### src/hw/rtl/tcaf_pkg.sv
package tcaf_pkg;

   // queue geometry
   localparam int QUEUE_DEPTH   = 16;
   localparam int PAYLOAD_WIDTH = 16;
   localparam int PTR_BITS      = (QUEUE_DEPTH > 1) ? $clog2(QUEUE_DEPTH) : 1;
   localparam int COUNT_BITS    = $clog2(QUEUE_DEPTH + 1);

   // sequence range must exceed twice the depth for the age compare to hold
   localparam int SEQ_BITS      = $clog2(QUEUE_DEPTH) + 2;

   typedef logic [PTR_BITS-1:0]      ptr_type;
   typedef logic [COUNT_BITS-1:0]    count_type;
   typedef logic [SEQ_BITS-1:0]      seq_type;
   typedef logic [PAYLOAD_WIDTH-1:0] payload_type;

   // one stored entry
   typedef struct packed {
      payload_type payload;
      seq_type     seq;
   } entry_type;

   localparam int ENTRY_WIDTH = $bits(entry_type);

   typedef enum logic [1:0] {
      OP_PUSH    = 2'd0,
      OP_POP_ANY = 2'd1,
      OP_POP_C0  = 2'd2,
      OP_POP_C1  = 2'd3
   } op_type;

   typedef enum logic [1:0] {
      STATUS_DONE  = 2'd0,
      STATUS_EMPTY = 2'd1,
      STATUS_FULL  = 2'd2
   } status_type;

   typedef enum logic {
      ST_IDLE = 1'b0,
      ST_EXEC = 1'b1
   } state_type;

   // commands from the sequencer to one class queue
   typedef struct packed {
      logic rd_en;
      logic push;
      logic pop;
   } fifo_cmd_type;

   // status from one class queue
   typedef struct packed {
      logic empty;
      logic full;
   } fifo_stat_type;

   // circular pointer advance for any depth
   function automatic ptr_type ptr_next(input ptr_type p);
      ptr_type r;
      if (p == PTR_BITS'(QUEUE_DEPTH - 1)) begin
         r = '0;
      end else begin
         r = p + 1'b1;
      end
      return r;
   endfunction

endpackage

### src/hw/rtl/tcaf_ram.sv
module tcaf_ram #(
   parameter int WIDTH = 8,
   parameter int DEPTH = 16
) (
   input  logic                             clock,
   input  logic                             wr_en,
   input  logic [$clog2(DEPTH > 1 ? DEPTH : 2)-1:0] wr_addr,
   input  logic [WIDTH-1:0]                 wr_data,
   input  logic                             rd_en,
   input  logic [$clog2(DEPTH > 1 ? DEPTH : 2)-1:0] rd_addr,
   output logic [WIDTH-1:0]                 rd_data
);

   logic [WIDTH-1:0] mem_ff [DEPTH];
   logic [WIDTH-1:0] rd_data_ff;

   // single write port, registered read port
   always_ff @(posedge clock) begin
      if (wr_en) begin
         mem_ff[wr_addr] <= wr_data;
      end
      if (rd_en) begin
         rd_data_ff <= mem_ff[rd_addr];
      end
   end

   assign rd_data = rd_data_ff;

endmodule

### src/hw/rtl/tcaf_fifo.sv
module tcaf_fifo (
   input  logic                    clock,
   input  logic                    reset,
   input  tcaf_pkg::fifo_cmd_type  cmd,
   input  tcaf_pkg::entry_type     wr_entry,
   output tcaf_pkg::entry_type     head_entry,
   output tcaf_pkg::fifo_stat_type stat
);
   import tcaf_pkg::*;

   ptr_type   head_ff, head_in;
   ptr_type   tail_ff, tail_in;
   count_type count_ff, count_in;
   logic [ENTRY_WIDTH-1:0] rd_word;

   // entry storage, read at the head, written at the tail
   tcaf_ram #(
      .WIDTH (ENTRY_WIDTH),
      .DEPTH (QUEUE_DEPTH)
   ) u_store (
      .clock   (clock),
      .wr_en   (cmd.push),
      .wr_addr (tail_ff),
      .wr_data (wr_entry),
      .rd_en   (cmd.rd_en),
      .rd_addr (head_ff),
      .rd_data (rd_word)
   );

   assign head_entry = entry_type'(rd_word);

   // pointer and fill count update
   always_comb begin
      head_in  = head_ff;
      tail_in  = tail_ff;
      count_in = count_ff;
      if (cmd.push) begin
         tail_in  = ptr_next(tail_ff);
         count_in = count_ff + 1'b1;
      end else if (cmd.pop) begin
         head_in  = ptr_next(head_ff);
         count_in = count_ff - 1'b1;
      end
   end

   always_ff @(posedge clock) begin
      if (reset) begin
         head_ff  <= '0;
         tail_ff  <= '0;
         count_ff <= '0;
      end else begin
         head_ff  <= head_in;
         tail_ff  <= tail_in;
         count_ff <= count_in;
      end
   end

   assign stat.empty = (count_ff == '0);
   assign stat.full  = (count_ff == COUNT_BITS'(QUEUE_DEPTH));

endmodule

### src/hw/rtl/two_class_age_ordered_fifo_unit.sv
// Two-class age-ordered queue. For each item, in the cycle after
// start is taken the head entries of both class queues come out of their
// registered-read memories, the push or pop is decided and committed, and the
// result is shown on the rsp_ ports in the next cycle with rsp_valid high for
// exactly that one cycle. busy is high only in the decide cycle, so start may
// be given again while a result is being shown; the receiver cannot hold
// results off. rsp_class0_empty and rsp_class1_empty are valid with rsp_valid.
module two_class_age_ordered_fifo_unit (
   input  logic                                clock,
   input  logic                                reset,
   input  logic                                start,
   output logic                                busy,
   input  logic [1:0]                          req_op,
   input  logic                                req_item_class,
   input  logic [tcaf_pkg::PAYLOAD_WIDTH-1:0]  req_payload,
   output logic                                rsp_valid,
   output logic [1:0]                          rsp_status,
   output logic [tcaf_pkg::PAYLOAD_WIDTH-1:0]  rsp_out_payload,
   output logic                                rsp_out_class,
   output logic                                rsp_class0_empty,
   output logic                                rsp_class1_empty
);
   import tcaf_pkg::*;

   state_type     state_ff, state_in;
   op_type        op_ff;
   logic          cls_ff;
   payload_type   payload_ff;
   seq_type       seq_ff, seq_in;

   logic          rsp_valid_ff, rsp_valid_in;
   status_type    rsp_status_ff, rsp_status_in;
   payload_type   rsp_payload_ff, rsp_payload_in;
   logic          rsp_class_ff, rsp_class_in;

   logic          accept;
   fifo_cmd_type  cmd0, cmd1;
   fifo_stat_type stat0, stat1;
   entry_type     head0, head1;
   entry_type     wr_entry;
   seq_type       age_diff;
   logic          pick0;

   assign accept = start && (state_ff == ST_IDLE);
   assign busy   = (state_ff != ST_IDLE);

   assign wr_entry.payload = payload_ff;
   assign wr_entry.seq     = seq_ff;

   tcaf_fifo u_class0 (
      .clock      (clock),
      .reset      (reset),
      .cmd        (cmd0),
      .wr_entry   (wr_entry),
      .head_entry (head0),
      .stat       (stat0)
   );

   tcaf_fifo u_class1 (
      .clock      (clock),
      .reset      (reset),
      .cmd        (cmd1),
      .wr_entry   (wr_entry),
      .head_entry (head1),
      .stat       (stat1)
   );

   // class zero head is older when the modular gap is nonzero and under half
   assign age_diff = head1.seq - head0.seq;
   assign pick0    = (age_diff != '0) && !age_diff[SEQ_BITS-1];

   // sequencer: next state, queue commands and result
   always_comb begin
      state_in       = state_ff;
      seq_in         = seq_ff;
      cmd0           = '0;
      cmd1           = '0;
      rsp_valid_in   = 1'b0;
      rsp_status_in  = STATUS_DONE;
      rsp_payload_in = '0;
      rsp_class_in   = 1'b0;

      // head reads launch with the item
      cmd0.rd_en = accept;
      cmd1.rd_en = accept;

      case (state_ff)
         ST_IDLE: begin
            if (accept) begin
               state_in = ST_EXEC;
            end
         end
         ST_EXEC: begin
            state_in     = ST_IDLE;
            rsp_valid_in = 1'b1;
            case (op_ff)
               OP_PUSH: begin
                  if ((cls_ff ? stat1.full : stat0.full)) begin
                     rsp_status_in = STATUS_FULL;
                  end else begin
                     cmd0.push = !cls_ff;
                     cmd1.push = cls_ff;
                     seq_in    = seq_ff + 1'b1;
                  end
               end
               OP_POP_C0: begin
                  if (stat0.empty) begin
                     rsp_status_in = STATUS_EMPTY;
                  end else begin
                     cmd0.pop       = 1'b1;
                     rsp_payload_in = head0.payload;
                  end
               end
               OP_POP_C1: begin
                  if (stat1.empty) begin
                     rsp_status_in = STATUS_EMPTY;
                  end else begin
                     cmd1.pop       = 1'b1;
                     rsp_payload_in = head1.payload;
                     rsp_class_in   = 1'b1;
                  end
               end
               OP_POP_ANY: begin
                  if (stat0.empty && stat1.empty) begin
                     rsp_status_in = STATUS_EMPTY;
                  end else if (!stat0.empty && (stat1.empty || pick0)) begin
                     cmd0.pop       = 1'b1;
                     rsp_payload_in = head0.payload;
                  end else begin
                     cmd1.pop       = 1'b1;
                     rsp_payload_in = head1.payload;
                     rsp_class_in   = 1'b1;
                  end
               end
               default: begin
                  rsp_status_in = STATUS_DONE;
               end
            endcase
         end
         default: begin
            state_in = ST_IDLE;
         end
      endcase
   end

   // control state
   always_ff @(posedge clock) begin
      if (reset) begin
         state_ff     <= ST_IDLE;
         seq_ff       <= '0;
         rsp_valid_ff <= 1'b0;
      end else begin
         state_ff     <= state_in;
         seq_ff       <= seq_in;
         rsp_valid_ff <= rsp_valid_in;
      end
   end

   // item capture and result registers
   always_ff @(posedge clock) begin
      if (accept) begin
         op_ff      <= op_type'(req_op);
         cls_ff     <= req_item_class;
         payload_ff <= req_payload;
      end
      rsp_status_ff  <= rsp_status_in;
      rsp_payload_ff <= rsp_payload_in;
      rsp_class_ff   <= rsp_class_in;
   end

   assign rsp_valid        = rsp_valid_ff;
   assign rsp_status       = rsp_status_ff;
   assign rsp_out_payload  = rsp_payload_ff;
   assign rsp_out_class    = rsp_class_ff;

   // queue state after the step is live during the result cycle
   assign rsp_class0_empty = stat0.empty;
   assign rsp_class1_empty = stat1.empty;

endmodule
### config.mk
export PLATFORM = sky130hd
export DESIGN_NAME = two_class_age_ordered_fifo_unit
export DESIGN_NICKNAME = d
export VERILOG_FILES = /design/src/hw/rtl/tcaf_pkg.sv /design/src/hw/rtl/tcaf_ram.sv /design/src/hw/rtl/tcaf_fifo.sv /design/src/hw/rtl/two_class_age_ordered_fifo_unit.sv
export SDC_FILE = /design/constraint.sdc
export NUM_CORES = 1
export LEC_CHECK = 0
export ABC_AREA = 1
export BUFFER_PORTS_ARGS = -buffer_cell sky130_fd_sc_hd__clkbuf_2
export CAP_MARGIN = 30
export CORE_MARGIN = 10
export CORE_UTILIZATION = 56
export CTS_CLUSTER_SIZE = 20
export DETAILED_ROUTE_END_ITERATION = 8
export GPL_ROUTABILITY_DRIVEN = 0
export HOLD_SLACK_MARGIN = 0.1
export PLACE_DENSITY = 0.75
export SLEW_MARGIN = 10
export SYNTH_ARGS = -nofsm -noshare
export SYNTH_HDL_FRONTEND = slang
export SYNTH_SLANG_ARGS = --single-unit
### constraint.sdc
create_clock -name clock -period 4.05 [get_ports clock]
set_input_delay 1.0125 -clock clock [delete_from_list [all_inputs] [get_ports clock]]
set_output_delay 1.0125 -clock clock [all_outputs]
set_load 0.05 [all_outputs]
==> flow_summary_export.csv, run 1 <==
group,metric,value,unit
floorplan,rows,87,
power,power.density,472.1,mW/mm^2
floorplan,dieHeight,259.3,um
place,dp_slack,1.274,ns
clock_tree,clkLatencyLatePin,0.62,ns
setup_path,max_stage_delay,0.46,ns
setup_path,path_delay_family,"simple AND/OR/NAND/NOR gates",
drt,drc_errors,0,
drt,drt_wl_total,77620,um
floorplan,die_w,259.3,um
place,place_hpwl,45490,um
floorplan,dieArea,0.06723,mm^2
logic_synthesis,ys.flop_type,"edfxtp_1",
place,place_area,0.03342,mm^2
drt,wl_per_cell,23.43,um
clock_tree,root_buffer,"clkbuf_16",
sta,slew_violations,0,
clock_tree,clk_pin_slew,0.06,ns
setup_path,path_class,"flop to flop",
cells_and_area,areaGrowthSynthToFinish,11.89,%
logic_synthesis,yosys_warnings,0,
sta,fmax,0.3492,GHz
setup_path,cp_data_required_time,4.57,ns
setup_path,start_kind,"flop",
clock_tree,clock_sinks,820,
power,ir_worst_vdd,0.5624,mV
logic_synthesis,synthMuxAreaShare,0,%
global_routing,grt_overflow,0,
setup_path,crit_slowest_cell,"nand2_2",
drt,drt-pass1-iter-count,6,
drt,vias_per_cell,6.204,
floorplan,boundaryPins,45,
clock_tree,cts_max_path_buffers,3,
logic_synthesis,netlist_instances,2442,
floorplan,start_util,56.76,%
sta,hold_viol_final,0,
logic_synthesis,synth_compound_area_share,11.00,%
logic_synthesis,synthesis.area,0.03207,mm^2
logic_synthesis,yosysSeqAreaShare,75.14,%
logic_synthesis,synth_top_family_by_area,"compound AO/OA/AOI/OAI gates",
job,max_cap_violations,0,
setup_path,critPathArrivalTime,3.38,ns
sta,worstMarginPinSlew,1.005,ns
global_routing,grt_pass1_vias,20011,
sta,hold_slack,0.4851,ns
logic_synthesis,synthXorXnorAreaFrac,0.3161,%
logic_synthesis,synth_simple_gate_area_share,9.533,%
global_routing,grt_pass1_wl,117900,um
clock_tree,numCtsBuffers,79,
logic_synthesis,synth.distinct_cells,36,
clock_tree,cts_resized,0,
sta,setup_tns,0,ns
logic_synthesis,syn_nets,2494,
drt,ant_nets,0,
status,status,"finished clean",
global_routing,grt_max_degree,179,
setup_path,cp_num_buf_inv,2,
logic_synthesis,ys_ff_latch,820,
sta,relSlewSlack,32.88,%
sta,setup_ws,1.187,ns
global_routing,grt_use_total,22.78,%
floorplan,core-area,0.05650,mm^2
cells_and_area,drive_above_1_share,11.77,%
setup_path,crit_fanout,20,
clock_tree,cts_hold_buffers,0,
cells_and_area,antenna_cells,0,
logic_synthesis,ys_async_sr_fraction,0,%
setup_path,critical_path.cell_chain,"ha_1 -> fa_1 -> inv_1 -> nand2_1 -> a21oi_1 -> nand3_1 -> nand2_1 -> nand2_2 -> nand2_2 -> nand2_1 -> nand2_2 -> nand2_2 -> nand2_1 -> inv_2 -> nor2_1 -> nor2_1",
clock_tree,cts_tree,"yes",
sta,setup_viol,0,
sta,post-route-period-util,70.70,%
global_routing,antenna_found_initial,1,
logic_synthesis,synth_edf_count,767,
cells_and_area,final_area,0.03588,mm^2
logic_synthesis,synthAdderAreaFrac,1.241,%
min_path,hold_class,"flop to flop",
drt,vias,20553,
place,io_buffer_count,44,
clock_tree,cts-htree-levels,3,
cells_and_area,fin_nets,2551,
sta,period_minus_slack,2.863,ns
drt,dr.first_iter.drc_count,2928,
sta,clock-skew-final,0.02348,ns
logic_synthesis,avgSynthCellArea,13.13,um^2
clock_tree,cts_setup_buffers,0,
power,leakagePower,12.12,nW
sta,rsz0062_at_grt,"no",
setup_path,critPathCaptureType,"flop",
-- final cells by class --
cell class / count / area, um^2
clock inverters: 28 / 220.2
fillers: 3998 / 20620
clock buffers: 111 / 2210
multi-input cells: 1401 / 7174
repair buffers: 124 / 945.9
well taps: 756 / 945.9
inverters: 73 / 280.3
flip-flops and latches: 820 / 24100
-- synthesized netlist by cell type (all sizes together), types with 35 or more instances --
library cell | count | share of area, %
a21oi | 46 | 0.84
buf | 35 | 0.60
clkbuf | 113 | 1.3
dfxtp | 53 | 3.3
edfxtp | 767 | 72
inv | 72 | 0.84
nand2 | 213 | 2.6
nand3 | 102 | 1.6
nor2 | 419 | 4.9
o21ai | 361 | 5.6
o221ai | 71 | 1.9
o22ai | 105 | 2.0
-- worst register-to-register path: cells and delay by family (launching register included) --
family | cells | cell delay [ns]
flops | 1 | 0.39
buf+inv | 2 | 0.16
fa+ha+maj | 2 | 0.60
simple gates | 11 | 1.42
compound gates | 1 | 0.19
-- layout by cell type (no fill, tap or decap), types with 10 or more instances in the layout --
master,count
a21oi_1,36
a21oi_2,10
buf_4,69
clkbuf_1,23
clkbuf_16,81
clkbuf_2,44
clkinv_1,11
clkinv_2,10
dfxtp_1,49
edfxtp_1,767
ha_1,27
inv_1,68
nand2_1,199
nand2_2,14
nand3_1,100
nor2_1,384
nor2_2,34
o211ai_1,18
o21ai_0,345
o21ai_1,16
o221ai_1,71
o22ai_1,105
-- cell families after synthesis --
group           count (synthesis)
simple gates                  755
buf+inv                       221
xor+xnor                       10
fa+ha+maj                      30
compound gates                606
flops                         820
-- through the flow --
| step | std cells | utilization (%) | total power, mW |
|---|---|---|---|
| floorplan | 2442 | - | 9.905 |
| global placement | 3164 | 58.88 | 10.10 |
| detailed placement | 3173 | 59.16 | 10.13 |
| CTS | 3312 | 63.46 | 16.97 |
| global route | 3313 | 63.51 | 17.38 |
| finish | 3313 | 63.51 | 16.94 |
-- report_power, final --
part / switching, mW / total [mW] / internal [mW] / leakage [nW]
combinational: 0.436 / 0.597 / 0.161 / 3.40
clock: 2.98 / 6.97 / 3.99 / 1.19
sequential: 0.0773 / 9.37 / 9.29 / 7.52
-- registers in the layout, summed over array words and instances (netlist names), 6 cells and up --
signal	flops
payload_ff	16
u_class1.u_store.rd_data	22
rsp_out_payload	16
u_class1.u_store.mem_ff	352
seq_ff	6
u_class0.u_store.rd_data	22
u_class0.u_store.mem_ff	352
-- path summary, 6_finish.rpt --
| path | slack, ns | endpoint | cells after the start | from |
|---|---|---|---|---|
| worst max-delay path | 1.19 | u_class1.count_ff[3]$_SDFFE_PP0P_ | 16 | u_class0.u_store.rd_data[0]$_DFFE_PP_ |
| worst min-delay path | 0.49 | u_class1.head_ff[3]$_SDFFE_PP0P_ | 2 | u_class1.head_ff[3]$_SDFFE_PP0P_ |
| worst max register to register | 1.19 | u_class1.count_ff[3]$_SDFFE_PP0P_ | 16 | u_class0.u_store.rd_data[0]$_DFFE_PP_ |
| worst min register to register | 0.49 | u_class1.head_ff[3]$_SDFFE_PP0P_ | 2 | u_class1.head_ff[3]$_SDFFE_PP0P_ |
-- layer usage --
metal	GRT usage, %	routed length (um)	vias up
li1	-	-	9114
met1	31.88	30940	10125
met2	35.66	36470	1194
met3	4.266	8422	118
met4	7.552	1769	2
met5	0	13	-
(Power assumes the default switching activity.)
==> run 2, diff against run 1 <==
==> constraint.sdc (replaced) <==
create_clock -name clock -period 2.6 [get_ports clock]
set_input_delay 0.65 -clock clock [delete_from_list [all_inputs] [get_ports clock]]
set_output_delay 0.65 -clock clock [all_outputs]
set_load 0.05 [all_outputs]
==> flow_summary_export.csv, run 2 (synthesis gave the netlist of run 1 again) <==
group,metric,value,unit
global_routing,grt_max_degree,111,
drt,drt_wl_total,78510,um
sta,relSlewSlack,46.64,%
place,placed_cells_incl_taps,3192,
sta,setup_viol,0,
floorplan,dieHeight,259.3,um
clock_tree,numCtsBuffers,82,
setup_path,max_stage_delay,0.35,ns
place,io_buffer_count,44,
clock_tree,clock_sinks,820,
clock_tree,clk_pin_slew,0.06,ns
floorplan,die_w,259.3,um
clock_tree,clkLatencyLatePin,0.62,ns
floorplan,rows,87,
global_routing,grt_use_total,22.99,%
setup_path,critPathCaptureType,"primary output",
power,leakagePower,12.42,nW
setup_path,reg2reg_slack,0.20,ns
global_routing,grt_pass1_wl,118400,um
power,ir_worst_vdd,0.5905,mV
sta,hold_slack,0.2063,ns
setup_path,rr_worst_depth,18,
setup_path,crit_fanout,4,
cells_and_area,fin_nets,2581,
setup_path,cp_data_required_time,1.95,ns
sta,slew_violations,0,
setup_path,path_delay_family,"buffers and inverters",
global_routing,grt_pass1_vias,20210,
drt,drt-pass1-iter-count,6,
global_routing,antenna_found_initial,0,
job,max_cap_violations,0,
drt,vias_per_cell,6.229,
setup_path,r2r-end,"u_class1.head_ff[1]$_SDFFE_PP0P_",
clock_tree,root_buffer,"clkbuf_16",
cells_and_area,final_common_cell,"edfxtp_1",
cells_and_area,antenna_cells,0,
sta,post-route-period-util,93.85,%
floorplan,core-area,0.05650,mm^2
setup_path,start_kind,"flop",
cells_and_area,reg_top3,"u_class0.u_store.mem_ff (352), u_class1.u_store.mem_ff (352)",
power,power.density,736.1,mW/mm^2
cells_and_area,layout_common_cells,"edfxtp_1, nor2_1, o21ai_0",
setup_path,timing.rr.start,"u_class0.u_store.rd_data[0]$_DFFE_PP_",
clock_tree,cts_hold_buffers,0,
drt,ant_nets,0,
cells_and_area,drive_above_1_share,13.43,%
cells_and_area,areaGrowthSynthToFinish,14.64,%
floorplan,start_util,56.76,%
place,dp_slack,0.1171,ns
clock_tree,cts-htree-levels,3,
place,place_hpwl,43460,um
setup_path,critPathArrivalTime,1.79,ns
sta,hold_viol_final,0,
setup_path,endpoint,"rsp_class1_empty",
drt,drc_errors,0,
cells_and_area,stdcell_count,3348,
sta,setup_ws,0.1598,ns
status,status,"finished clean",
clock_tree,cts_tree,"yes",
clock_tree,cts_max_path_buffers,3,
floorplan,boundaryPins,45,
drt,wl_per_cell,23.45,um
min_path,min_path_cells,1,
drt,vias,20856,
min_path,holdCritStartpoint,"req_payload[12]",
sta,fmax,0.4098,GHz
global_routing,grt_overflow,0,
sta,period_minus_slack,2.440,ns
setup_path,critPathLaunch,"u_class1.count_ff[0]$_SDFFE_PP0P_",
sta,worstMarginPinSlew,0.7995,ns
floorplan,dieArea,0.06723,mm^2
setup_path,cp_num_buf_inv,2,
min_path,hold_class,"input port to flop",
drt,dr.first_iter.drc_count,2696,
sta,clock-skew-final,0.01880,ns
setup_path,path_class,"flop to primary output",
setup_path,worstSetupPathDepth,4,
setup_path,critical_path.cell_chain,"inv_1 -> nand4_1 -> nor2_1 -> clkbuf_2",
setup_path,crit_slowest_cell,"clkbuf_2",
run 2: cell count changes in the layout (fill, tap and decap cells not counted), sizes merged:
cell,before,now
clkbuf,155,152
clkinv,22,26
clkinvlp,0,6
buf,80,107
bufinv,3,5
inv,76,75
run 2: worst min path at each step:
stage	end	slack [ns]
5_1_grt	payload_ff[3]$_DFFE_PP_	0.20
3_3_place_gp	u_class1.head_ff[3]$_SDFFE_PP0P_	0.48
2_1_floorplan	u_class1.head_ff[3]$_SDFFE_PP0P_	0.45
3_5_place_dp	u_class0.head_ff[3]$_SDFFE_PP0P_	0.49
4_1_cts	payload_ff[12]$_DFFE_PP_	0.18
6_report	payload_ff[12]$_DFFE_PP_	0.21
run 2: area by class of cell:
class | count | area [um^2]
sequential | 820 | 24100
inverter | 73 | 279.0
tap | 756 | 945.9
multi-input combinational | 1401 | 7206
clock buffer | 108 | 2296
timing repair buffer | 151 | 1594
clock inverter | 39 | 337.8
fill | 3777 | 19730
run 2: per-layer routing:
layer	track usage, %	vias up	routed length [um]	part of all wire, %
met3	3.955	191	8079	10
met5	0	-	0	0
met4	10.41	0	3034	3.9
li1	-	9185	-	-
met1	31.35	10252	30760	39
met2	35.96	1228	36630	47
run 2: metrics by stage:
stage	power (mW)	utilization [%]	TNS (ns)	area (um^2)
CTS	27.11	64.82	0	36620
detailed placement	15.78	60.16	0	33990
floorplan	15.43	-	-25.13	32120
global placement	15.73	60.15	0	33980
global route	27.78	65.07	-0.01890	36760
finish	27.06	65.07	0	36760
run 2: timing repair:
action / CTS / global route
gates resized for setup: 0 / 8
setup buffers: 0 / 3
setup endpoints to repair: 0 / 25
run 2: power by group:
part / leakage [nW] / total, mW / switching [mW] / internal (mW)
Sequential: 7.49 / 14.6 / 0.0832 / 14.5
Combinational: 3.65 / 0.988 / 0.702 / 0.286
Clock: 1.28 / 11.5 / 4.80 / 6.71
